**src/rtl/core/dots_pkg.sv**
```systemverilog
// Shared types, codes and the sort-order function of the stable sprite sorter.
package dots_pkg;

  localparam logic [1:0] MODE_BACK_TO_FRONT = 2'd0;
  localparam logic [1:0] MODE_FRONT_TO_BACK = 2'd1;
  localparam logic [1:0] MODE_TEXTURE       = 2'd2;
  localparam logic [1:0] MODE_NONE          = 2'd3;

  localparam logic [1:0] PURP_NONE = 2'd0;
  localparam logic [1:0] PURP_CUR  = 2'd1;
  localparam logic [1:0] PURP_CMP  = 2'd2;
  localparam logic [1:0] PURP_OUT  = 2'd3;

  localparam logic RD_SRC_CTRL  = 1'b0;
  localparam logic RD_SRC_ORDER = 1'b1;

  typedef struct packed {
    logic signed [31:0] depth_key;
    logic [15:0]        texture_number;
    logic [15:0]        record_tag;
    logic               batch_last;
  } in_t;

  typedef struct packed {
    logic [15:0]        out_tag;
    logic signed [31:0] out_depth;
    logic [15:0]        out_texture;
    logic               out_last;
    logic               overflow_flag;
  } out_t;

  typedef struct packed {
    logic signed [31:0] depth;
    logic [15:0]        texture;
    logic [15:0]        tag;
  } rec_t;

  typedef struct packed {
    logic       wr;
    logic       rd_en;
    logic       rd_src;
    logic [1:0] purp;
    logic       ord_wr;
    logic       ord_rd;
    logic       out_ld;
    logic       out_last;
    logic       out_ovf;
  } cmd_t;

  typedef struct packed {
    logic out_free;
  } sts_t;

  function automatic logic goes_before(logic [1:0] mode, rec_t a, rec_t b);
    logic res;
    case (mode)
      MODE_BACK_TO_FRONT: res = ($signed(a.depth) > $signed(b.depth));
      MODE_FRONT_TO_BACK: res = ($signed(a.depth) < $signed(b.depth));
      MODE_TEXTURE:       res = (a.texture < b.texture);
      MODE_NONE:          res = 1'b0;
      default:            res = 1'b0;
    endcase
    return res;
  endfunction

endpackage

```
**src/rtl/core/dots_ctrl.sv**
```systemverilog
// Controller of the sprite sorter: load, rank scan and emission sequencing.
module dots_ctrl import dots_pkg::*; #(
  parameter int MAX_RECORDS = 64,
  localparam int IW = $clog2(MAX_RECORDS),
  localparam int CW = $clog2(MAX_RECORDS + 1)
) (
  input  logic          clk_i,
  input  logic          rst_ni,
  input  logic          in_valid_i,
  input  logic          in_last_i,
  output logic          in_stall_o,
  input  sts_t          sts_i,
  output cmd_t          cmd_o,
  output logic [IW-1:0] addr_o,
  output logic [IW-1:0] cur_idx_o
);

  localparam logic [2:0] ST_LOAD  = 3'd0;
  localparam logic [2:0] ST_RD_I  = 3'd1;
  localparam logic [2:0] ST_SCAN  = 3'd2;
  localparam logic [2:0] ST_DRAIN = 3'd3;
  localparam logic [2:0] ST_WR    = 3'd4;
  localparam logic [2:0] ST_O_RD  = 3'd5;
  localparam logic [2:0] ST_O_REC = 3'd6;
  localparam logic [2:0] ST_O_LD  = 3'd7;

  localparam logic [CW-1:0] CAP = CW'(MAX_RECORDS);

  logic [2:0]    state_q, state_d;
  logic [IW-1:0] i_q, i_d;
  logic [IW-1:0] j_q, j_d;
  logic [IW-1:0] k_q, k_d;
  logic [CW-1:0] fill_q, fill_d;
  logic          ovf_q, ovf_d;
  logic [IW-1:0] last_idx;
  logic          in_acc;

  assign last_idx  = IW'(fill_q - CW'(1));
  assign in_stall_o = (state_q != ST_LOAD);
  assign in_acc    = in_valid_i && !in_stall_o;
  assign cur_idx_o = i_q;

  always_comb begin
    state_d = state_q;
    i_d     = i_q;
    j_d     = j_q;
    k_d     = k_q;
    fill_d  = fill_q;
    ovf_d   = ovf_q;
    cmd_o   = '0;
    addr_o  = '0;
    case (state_q)
      ST_LOAD: begin
        addr_o = fill_q[IW-1:0];
        if (in_acc) begin
          if (fill_q < CAP) begin
            cmd_o.wr = 1'b1;
            fill_d   = fill_q + CW'(1);
          end else begin
            ovf_d = 1'b1;
          end
          if (in_last_i) begin
            i_d     = '0;
            state_d = ST_RD_I;
          end
        end
      end
      ST_RD_I: begin
        cmd_o.rd_en  = 1'b1;
        cmd_o.rd_src = RD_SRC_CTRL;
        cmd_o.purp   = PURP_CUR;
        addr_o       = i_q;
        j_d          = '0;
        state_d      = ST_SCAN;
      end
      ST_SCAN: begin
        cmd_o.rd_en  = 1'b1;
        cmd_o.rd_src = RD_SRC_CTRL;
        cmd_o.purp   = PURP_CMP;
        addr_o       = j_q;
        j_d          = j_q + IW'(1);
        if (j_q == last_idx) begin
          state_d = ST_DRAIN;
        end
      end
      ST_DRAIN: begin
        state_d = ST_WR;
      end
      ST_WR: begin
        cmd_o.ord_wr = 1'b1;
        if (i_q == last_idx) begin
          k_d     = '0;
          state_d = ST_O_RD;
        end else begin
          i_d     = i_q + IW'(1);
          state_d = ST_RD_I;
        end
      end
      ST_O_RD: begin
        cmd_o.ord_rd = 1'b1;
        addr_o       = k_q;
        state_d      = ST_O_REC;
      end
      ST_O_REC: begin
        cmd_o.rd_en  = 1'b1;
        cmd_o.rd_src = RD_SRC_ORDER;
        cmd_o.purp   = PURP_OUT;
        state_d      = ST_O_LD;
      end
      ST_O_LD: begin
        if (sts_i.out_free) begin
          cmd_o.out_ld   = 1'b1;
          cmd_o.out_last = (k_q == last_idx);
          cmd_o.out_ovf  = ovf_q;
          if (k_q == last_idx) begin
            fill_d  = '0;
            ovf_d   = 1'b0;
            state_d = ST_LOAD;
          end else begin
            k_d     = k_q + IW'(1);
            state_d = ST_O_RD;
          end
        end
      end
      default: begin
        state_d = ST_LOAD;
      end
    endcase
  end

  always_ff @(posedge clk_i or negedge rst_ni) begin
    if (!rst_ni) begin
      state_q <= ST_LOAD;
      i_q     <= '0;
      j_q     <= '0;
      k_q     <= '0;
      fill_q  <= '0;
      ovf_q   <= 1'b0;
    end else begin
      state_q <= state_d;
      i_q     <= i_d;
      j_q     <= j_d;
      k_q     <= k_d;
      fill_q  <= fill_d;
      ovf_q   <= ovf_d;
    end
  end

endmodule

```
**config.mk**
```make
export PLATFORM = sky130hd
export DESIGN_NAME = dots_ctrl
export DESIGN_NICKNAME = d
export VERILOG_FILES = /design/src/rtl/core/dots_pkg.sv /design/src/rtl/core/dots_ctrl.sv
export SDC_FILE = /design/constraint.sdc
export NUM_CORES = 1
export LEC_CHECK = 0
export BUFFER_PORTS_ARGS = -buffer_cell sky130_fd_sc_hd__buf_2
export CORE_MARGIN = 4
export CORE_UTILIZATION = 34
export CTS_BUF_LIST = sky130_fd_sc_hd__clkbuf_8 sky130_fd_sc_hd__clkbuf_16
export DETAILED_ROUTE_END_ITERATION = 12
export PLACE_DENSITY_LB_ADDON = 0.08
export SKIP_CTS_REPAIR_TIMING = 1
export SKIP_LAST_GASP = 1
export SYNTH_ARGS = -nofsm -noshare
export SYNTH_HDL_FRONTEND = slang
export SYNTH_SLANG_ARGS = --single-unit
```
**constraint.sdc**
```tcl
create_clock -name clk_i -period 3.45 [get_ports clk_i]
set_input_delay 0.69 -clock clk_i [delete_from_list [all_inputs] [get_ports clk_i]]
set_output_delay 0.69 -clock clk_i [all_outputs]
set_load 0.1 [all_outputs]
```
==> results of run 1 <==
per-stage QoR:
stage	util, %	setup TNS [ps]
after floorplan	-	-216
after global placement	39.1	0
after detailed placement	39.1	0
after CTS	40.5	0
after global routing	40.5	0
final	40.5	0
routing by layer:
metal / vias up / global-route usage [%] / wire [um]
met5: - / 0 / 0
met4: 0 / 5.01 / 93
met3: 7 / 3.65 / 257
met2: 34 / 27.5 / 2850
met1: 927 / 24.7 / 3200
li1: 994 / - / -
worst max-delay path: cells and delay by family, from the launching register on:
kind,cells,cell delay [ps]
AND/OR/NAND/NOR,3,680
buffers and inverters,2,350
XOR/XNOR,1,360
adder cells (fa/ha/maj),1,260
flip-flops,1,590
registers in the layout, indices dropped and copies added (netlist names):
register   cells
cur_idx_o      6
state_q        3
ovf_q          1
j_q            6
k_q            6
fill_q         7
cells by family after synthesis:
kind of cell,after synthesis
buffers and inverters,27
adders and majority gates,5
DFF,29
xor gates and xnor gates,26
and+or+nand+nor,86
AOI/OAI and AO/OA,78
muxes,17
placed cells by master, fill, tap and decap left out, drive strengths merged, types with 2 or more instances in the layout:
cell type	Yosys	routed
ha	5	5
nand2	23	23
nand3	6	6
and3	9	9
xnor2	16	16
inv	11	12
a31oi	4	4
nand2b	2	2
nand4	2	2
o21bai	2	2
nor2	25	25
or3	2	2
xnor3	3	3
clkbuf	11	6
nor3	8	8
xor2	6	6
o21a	3	3
nor3b	3	3
mux2i	17	17
buf	5	33
or4	2	2
a21oi	23	23
a22oi	2	2
o211ai	2	2
dfrtp	29	29
o21ai	34	34
worst max path at each step:
stage	end	cells past startpoint	slack, ps
after floorplan	addr_o[0]	4	-220
after global placement	cmd_o[1]	7	660
after detailed placement	cmd_o[1]	7	590
after CTS	cmd_o[1]	7	250
after global routing	cmd_o[1]	7	120
final	cmd_o[1]	7	230
final cells by class:
cell class	instances	area share (%)
well taps	77	3.71
flip-flops and latches	29	27.9
clock buffers	6	3.18
inverters	11	1.59
repair buffers	33	7.51
multi-input cells	212	55.9
clock inverters	1	0.144
==> results.ini, run 1 <==
[critical_path]
rr_worst_depth = 7
startpoint = fill_q[0]
worstSetupPathType = flop to output port
reg2reg_to = cur_idx_o[2]
start_kind = flop
timing.rr.start = fill_q[0]
critPathMaxFanout = 11
cp_cell_sequence = inv_1 > ha_1 > xor3_1 > nor3_1 > nand3_1 > nor3_4 > buf_12
worstSetupEndpointType = output port
r2r_setup_slack_ps = 640
cp_slowest_cell = dfrtp_1
arrival_ps = 2530
max_stage_delay_ps = 590
worstPathRequired_ps = 2760

[global_routing]
grt_antenna_before_repair = 0
grt_pass1_vias = 1989
grt-ovfl-total = 0
grt_usage_pct = 17.6
grt_pass1_wl_um = 10700
grt_max_degree = 30

[floorplan]
core_um2 = 6420
initial_utilization_pct = 35.3
dieWidth_um = 89.6
rows = 29
io-pin-count = 28
die-area_um2 = 8030
fp.dieH_um = 89.6

[route]
drt_pass1_iterations = 4
dr.first_iter.drc_count = 104
drc = 0
routedWlPerCell_um = 17.3
drtAntennaViolNets = 0
postRouteWirelength_um = 6390
route.vias.total = 1962
viasPerCell = 5.32

[synthesis]
synth_simple_gate_area_share_pct = 19.6
synth_compound_area_share_pct = 20.5
synth-xor-area-share_pct = 12.6
ys_ff_latch = 29
synthMuxAreaShare_pct = 7.51
synth_edf_count = 0
synth_top_area_share_pct = 32.0
synthTopCellsByCount = dfrtp_1 (29), o21ai_0 (27), nor2_1 (25), a21oi_1 (23), nand2_1 (23)
synth_top_flop_cell = dfrtp_1
yosysTopAreaCell = dfrtp_1
synthAdderAreaFrac_pct = 2.76
synth_top_family_by_area = compound AO/OA/AOI/OAI gates
netlist_area_um2 = 2270
yosysSeqAreaShare_pct = 32.0
synth_fp_nets = 278
async_reset_ff_share_pct = 100
yosys_warnings = 0
yosys-top-cells-area = dfrtp_1 (32%), mux2i_1 (7.5%), xnor2_1 (6.2%)
synth.most_common_cell = dfrtp_1
synth_cell_types = 49
synth_cells = 268
synth.avg_cell_area_um2 = 8.45

[clock_network]
htree_levels = 2
cts.clk_slew.worst_paths_ps = 70
clock_latency_ps = 280
cts_max_path_buffers = 2
cts.sinks = 29
cts_tree = built
root_buffer = clkbuf_8
cts_made_buffers = 5

[sta]
worst_pin_slew_ps = 703
final_max_slew_viol_count = 0
whs_ps = 448
rsz0062_at_grt = no
finalHoldViolCount = 0
timing.final.crit_share_pct = 93.3
maxSlewHeadroom_pct = 53.1
fin_ws_ps = 230
fmax_mhz = 311
clock_skew_ps = 6.94
setup_viol = 0
period_minus_slack_ps = 3220

[placed_design]
place_hpwl_um = 4680
place_area_um2 = 2510
dp_cells = 362
place_congestion = 0.787
dp_slack_ps = 587
io_buffers = 27

[final_layout]
diodes = 0
syn_to_final_growth_pct = 14.7
fin_area_um2 = 2600
multi_input_area_um2 = 1450
fin_nets = 302
drive_above_1_share_pct = 19.5
final_cells = 369
seq_area_um2 = 726
filler_cell_count = 668

[run]
maxCapViolCount = 0

[run_status]
status = finished, final reports clean

[hold_path]
hp-class = primary input to async pin

Power of run 1 is not shown: default switching activity piles up to over one toggle a cycle in this logic, so the estimate is an artifact.
==> inputs of run 2 (changes only) <==
--- a/config.mk
+++ b/config.mk
@@ -7,7 +7,7 @@
 export LEC_CHECK = 0
 export BUFFER_PORTS_ARGS = -buffer_cell sky130_fd_sc_hd__buf_2
 export CORE_MARGIN = 4
-export CORE_UTILIZATION = 34
+export CORE_UTILIZATION = 63
 export CTS_BUF_LIST = sky130_fd_sc_hd__clkbuf_8 sky130_fd_sc_hd__clkbuf_16
 export DETAILED_ROUTE_END_ITERATION = 12
 export PLACE_DENSITY_LB_ADDON = 0.08
==> run 2 against run 1 <==
  * Highest routed layer unchanged
  * Critical path depth stayed put
  * Final area fell by 1.8%
  * Largest cell class unchanged
  * Core utilization rose by 34 points
  * Count of clock-buffer cells in the layout unchanged
  * Critical path type unchanged
  * Worst setup slack lost 86 ps
  * Wire length fell by 11%
  * First-iteration DRC count is 81% higher
  * Register-to-register slack improved by 250 ps
==> results.ini, run 2 (synthesis results as in run 1) <==
[run_status]
status = finished, final reports clean  ; unchanged

[sta]
period_minus_slack_ps = 3310  ; was 3220 ps
fmax_mhz = 302  ; was 311 MHz
clock_skew_ps = 4.89  ; was 6.94 ps
finalSetupTns_ps = 0  ; unchanged
rsz0062_at_grt = no  ; unchanged
timing.final.crit_share_pct = 95.8  ; was 93.3%
whs_ps = 439  ; was 448 ps
setup_viol = 0  ; unchanged
finalHoldViolCount = 0  ; unchanged
worst_pin_slew_ps = 690  ; was 703 ps
final_max_slew_viol_count = 0  ; unchanged
maxSlewHeadroom_pct = 53.8  ; was 53.1%

[critical_path]
r2r_setup_slack_ps = 890  ; was 640 ps
cp_slowest_cell = dfrtp_1  ; unchanged
path_buf_inv = 2  ; unchanged
worstSetupPathType = flop to output port  ; unchanged
arrival_ps = 2620  ; was 2530 ps
worstPathRequired_ps = 2760  ; about the same
start_kind = flop  ; unchanged
max_stage_delay_ps = 460  ; was 590 ps
critical_path.top_delay_family = simple AND/OR/NAND/NOR gates  ; unchanged
worstSetupEndpointType = output port  ; unchanged
cp_cell_sequence = inv_1 > ha_1 > xor3_1 > nor3_1 > nand3_1 > nor3_4 > buf_12  ; unchanged
critPathMaxFanout = 8  ; was 11

[floorplan]
rows = 21  ; was 29
fp.dieH_um = 68.0  ; was 89.6 um
die-area_um2 = 4620  ; was 8030 um2
core_um2 = 3420  ; was 6420 um2
dieWidth_um = 68.0  ; was 89.6 um
initial_utilization_pct = 66.3  ; was 35.3%
io-pin-count = 28  ; unchanged

[final_layout]
largest_reg_flops = 7  ; unchanged
diodes = 0  ; unchanged
drive_above_1_share_pct = 19.2  ; was 19.5%
top_register = fill_q  ; unchanged
final_cells = 337  ; was 369
fin_area_um2 = 2550  ; was 2600 um2
fin_nets = 301  ; was 302
final_common_cell = dfrtp_1  ; unchanged
filler_cell_count = 269  ; was 668
syn_to_final_growth_pct = 12.6  ; was 14.7%
layout_common_cells = dfrtp_1 (29), buf_2 (26), nor2_1 (24)  ; unchanged

[global_routing]
grt_pass1_vias = 1889  ; was 1989
grt_usage_pct = 27.7  ; was 17.6%
grt-ovfl-total = 0  ; unchanged
grt_antenna_before_repair = 0  ; unchanged
grt_pass1_wl_um = 9510  ; was 10700 um
grt_max_degree = 30  ; unchanged

[placed_design]
place_area_um2 = 2460  ; was 2510 um2
dp_cells = 329  ; was 362
place_congestion = 0.861  ; was 0.787
place_hpwl_um = 4110  ; was 4680 um
io_buffers = 27  ; unchanged

[route]
dr.first_iter.drc_count = 188  ; was 104
drtAntennaViolNets = 0  ; unchanged
drt_pass1_iterations = 5  ; was 4
postRouteWirelength_um = 5680  ; was 6390 um
drc = 0  ; unchanged
routedWlPerCell_um = 16.8  ; was 17.3 um
route.vias.total = 2077  ; was 1962
viasPerCell = 6.16  ; was 5.32

[run]
maxCapViolCount = 0  ; unchanged

[clock_network]
root_buffer = clkbuf_8  ; unchanged
cts_max_path_buffers = 2  ; unchanged
cts.clk_slew.worst_paths_ps = 60  ; was 70 ps
htree_levels = 2  ; unchanged
clock_latency_ps = 280  ; about the same
cts_made_buffers = 5  ; unchanged
cts.sinks = 29  ; unchanged
cts_tree = built  ; unchanged

[hold_path]
hp-class = primary input to async pin  ; unchanged

==> run 2: changes by cell type in the layout (fill, tap and decap cells not counted), sizes merged <==
cell  change
buf       -1
==> run 2: final timing paths <==
check / start / cells after the start / endpoint
min in group clk_i: ovf_q / 2 / ovf_q
hold / removal: rst_ni / 1 / j_q[3]
setup reg to reg: fill_q[1] / 7 / cur_idx_o[2]
setup / recovery: fill_q[1] / 7 / cmd_o[1]
hold reg to reg: ovf_q / 2 / ovf_q
max in group asynchronous: rst_ni / 1 / fill_q[4]
==> run 2: layer usage <==
metal	GRT usage (%)	wire length (um)
met5	0	0
met3	5.42	380
met2	42.7	2750
met1	39.4	2500
met4	7.94	49
==> run 2: cell type report <==
class / count / area [um2] / share of cell area (%)
clock buffer: 6 / 82.6 / 3.24
clock inverter: 1 / 3.75 / 0.147
inverter: 11 / 41.3 / 1.62
multi-input combinational: 212 / 1450 / 57.0
sequential: 29 / 726 / 28.4
tap: 46 / 57.6 / 2.25
timing repair buffer: 32 / 188 / 7.35
==> run 2: per-stage QoR <==
stage	util (%)	setup slack, ps
2_1_floorplan	-	-216
3_3_place_gp	72.0	524
3_5_place_dp	72.0	428
4_1_cts	74.5	133
5_1_grt	74.7	35.9
6_report	74.7	144
Power of run 2 is left out for the same reason.
==> inputs of run 3 (changes only) <==
--- a/config.mk
+++ b/config.mk
@@ -5,6 +5,7 @@
 export SDC_FILE = /design/constraint.sdc
 export NUM_CORES = 1
 export LEC_CHECK = 0
+export ABC_AREA = 1
 export BUFFER_PORTS_ARGS = -buffer_cell sky130_fd_sc_hd__buf_2
 export CORE_MARGIN = 4
 export CORE_UTILIZATION = 63
==> run 3 against run 2 <==
  * Largest cell class unchanged
  * Final area rose by 3.3%
  * Non-clock buffer count decreased by 5
  * Area after synthesis grew 4.2%
  * Critical endpoint unchanged
  * Fmax grew 2.0%
  * Highest routed layer unchanged
==> results.ini, run 3 <==
[run_status]
status = finished, final reports clean  ; unchanged

[synthesis]
yosysTopAreaCell = dfrtp_1  ; unchanged
synth_fp_nets = 346  ; was 278
async_reset_ff_share_pct = 100  ; unchanged
yosysSeqAreaShare_pct = 30.7  ; was 32.0%
yosys-top-cells-area = dfrtp_1 (31%), nand2_1 (15%), nand3_1 (8.7%)  ; was dfrtp_1 (32%), mux2i_1 (7.5%), xnor2_1 (6.2%)
synth_edf_count = 0  ; unchanged
synth_top_flop_cell = dfrtp_1  ; unchanged
synth_cell_types = 34  ; was 49
yosys_warnings = 0  ; unchanged
synth.avg_cell_area_um2 = 7.03  ; was 8.45 um2
ys_ff_latch = 29  ; unchanged
synth_top_area_share_pct = 30.7  ; was 32.0%
synth_cells = 336  ; was 268
synthTopCellsByCount = nand2_1 (95), nand3_1 (41), inv_1 (32), dfrtp_1 (29), nor2_1 (29)  ; was dfrtp_1 (29), o21ai_0 (27), nor2_1 (25), a21oi_1 (23), nand2_1 (23)
netlist_area_um2 = 2360  ; was 2270 um2
synth.most_common_cell = nand2_1  ; was dfrtp_1

[global_routing]
grt_pass1_vias = 2182  ; was 1889
grt_pass1_wl_um = 10400  ; was 9510 um
grt_antenna_before_repair = 0  ; unchanged
grt-ovfl-total = 0  ; unchanged
grt_usage_pct = 26.4  ; was 27.7%
grt_max_degree = 30  ; unchanged

[power_and_ir_drop]
power_density_nw_per_um2 = 975
p_leak_nw = 1.31
vdd_drop_max_mv = 0.565

[floorplan]
io-pin-count = 28  ; unchanged
die-area_um2 = 4790  ; was 4620 um2
rows = 21  ; unchanged
initial_utilization_pct = 68.1  ; was 66.3%
dieWidth_um = 69.2  ; was 68.0 um
fp.dieH_um = 69.2  ; was 68.0 um
core_um2 = 3470  ; was 3420 um2

[sta]
setup_viol = 0  ; unchanged
rsz0062_at_grt = no  ; unchanged
fmax_mhz = 309  ; was 302 MHz
worst_pin_slew_ps = 686  ; was 690 ps
finalHoldViolCount = 0  ; unchanged
final_max_slew_viol_count = 0  ; unchanged
whs_ps = 450  ; was 439 ps
maxSlewHeadroom_pct = 54.2  ; was 53.8%
period_minus_slack_ps = 3240  ; was 3310 ps
clock_skew_ps = 8.28  ; was 4.89 ps
timing.final.crit_share_pct = 93.9  ; was 95.8%

[route]
dr.first_iter.drc_count = 154  ; was 188
drc = 0  ; unchanged
drt_pass1_iterations = 5  ; unchanged
drtAntennaViolNets = 0  ; unchanged
postRouteWirelength_um = 5910  ; was 5680 um
route.vias.total = 2289  ; was 2077
viasPerCell = 5.58  ; was 6.16
routedWlPerCell_um = 14.4  ; was 16.8 um

[critical_path]
worstSetupPathType = flop to output port  ; unchanged
critPathMaxFanout = 10  ; was 8
rr_worst_depth = 11  ; was 7
worstSetupEndpointType = output port  ; unchanged
worstPathRequired_ps = 2760  ; about the same
arrival_ps = 2550  ; was 2620 ps
start_kind = flop  ; unchanged

[run]
maxCapViolCount = 0  ; unchanged

[final_layout]
diodes = 0  ; unchanged
filler_cell_count = 279  ; was 269
top_register = fill_q  ; unchanged
layout_common_cells = nand2_1 (95), nand3_1 (41), inv_1 (32)  ; was dfrtp_1 (29), buf_2 (26), nor2_1 (24)
largest_reg_flops = 7  ; unchanged
final_cells = 410  ; was 337
drive_above_1_share_pct = 23.6  ; was 19.2%
fin_nets = 373  ; was 301
final_common_cell = nand2_1  ; was dfrtp_1
syn_to_final_growth_pct = 11.7  ; was 12.6%

[clock_network]
cts_max_path_buffers = 2  ; unchanged
cts.sinks = 29  ; unchanged
cts_made_buffers = 5  ; unchanged
htree_levels = 2  ; unchanged
cts.clk_slew.worst_paths_ps = 70  ; was 60 ps
cts_tree = built  ; unchanged
clock_latency_ps = 280  ; about the same
root_buffer = clkbuf_8  ; unchanged

[placed_design]
io_buffers = 27  ; unchanged
place_congestion = 0.895  ; was 0.861
place_hpwl_um = 4530  ; was 4110 um
dp_cells = 402  ; was 329

[hold_path]
hp-class = primary input to async pin  ; unchanged

[run 3: power breakdown]
group	switching, W	total (W)	internal, W
Sequential	0.000130	0.000544	0.000414
Combinational	0.00126	0.00166	0.000401
Clock	0.000136	0.000371	0.000235
[run 3: metrics by stage]
stage	worst slack, ps	power, W	setup TNS (ps)	util, %	instance area (um2)
floorplan	-137	0.00193	-137	-	2380
global placement	655	0.00214	0	72.5	2520
detailed placement	571	0.00217	0	72.5	2520
CTS	220	0.00256	0	76.0	2640
global route	96.6	0.00275	0	76.0	2640
finish	209	0.00257	0	76.0	2640
[run 3: cells by family after synthesis]
| family | share of synthesized area, % |
|---|---|
| flops | 30.7 |
| compound gates | 11.8 |
| buf+inv | 9.17 |
| fa+ha+maj | 2.65 |
| simple gates | 39.4 |
| xor+xnor | 6.31 |
[run 3: path summary, 6_finish.rpt]
check,from,to,slack (ps)
max,fill_q[0],cmd_o[1],210
min,rst_ni,j_q[3],450
max reg2reg,fill_q[0],fill_q[1],1110
min reg2reg,ovf_q,ovf_q,500
max in group asynchronous,rst_ni,cur_idx_o[4],2560
min in group clk_i,ovf_q,ovf_q,500
[run 3: layout make-up]
cell class                      count  area (um2)  area share, %
Timing Repair Buffer               27         135           5.13
Multi-Input combinational cell    258        1440           54.5
Clock inverter                      2        37.5           1.42
Sequential cell                    29         726           27.5
Clock buffer                        6        82.6           3.13
Tap cell                           46        57.6           2.18
Inverter                           42         160           6.07
[run 3: critical path, stage by stage (launching register included)]
cell,delay (ps)
dfrtp_1,550
inv_4,110
ha_1,400
xnor2_1,160
nor2_1,110
nand3_1,100
nor2_2,110
nand3_2,150
nor3_2,130
buf_2,450
[run 3: metal layers]
layer  track usage [%]  routed length, um  vias to the layer above
met1              35.6               2690                     1052
li1                  -                  -                     1151
met5                 0                  0                        -
met3              5.94                419                       11
met4              9.98                 82                        0
met2              41.4               2720                       75
Note: power is estimated with default switching activity, not from simulation.
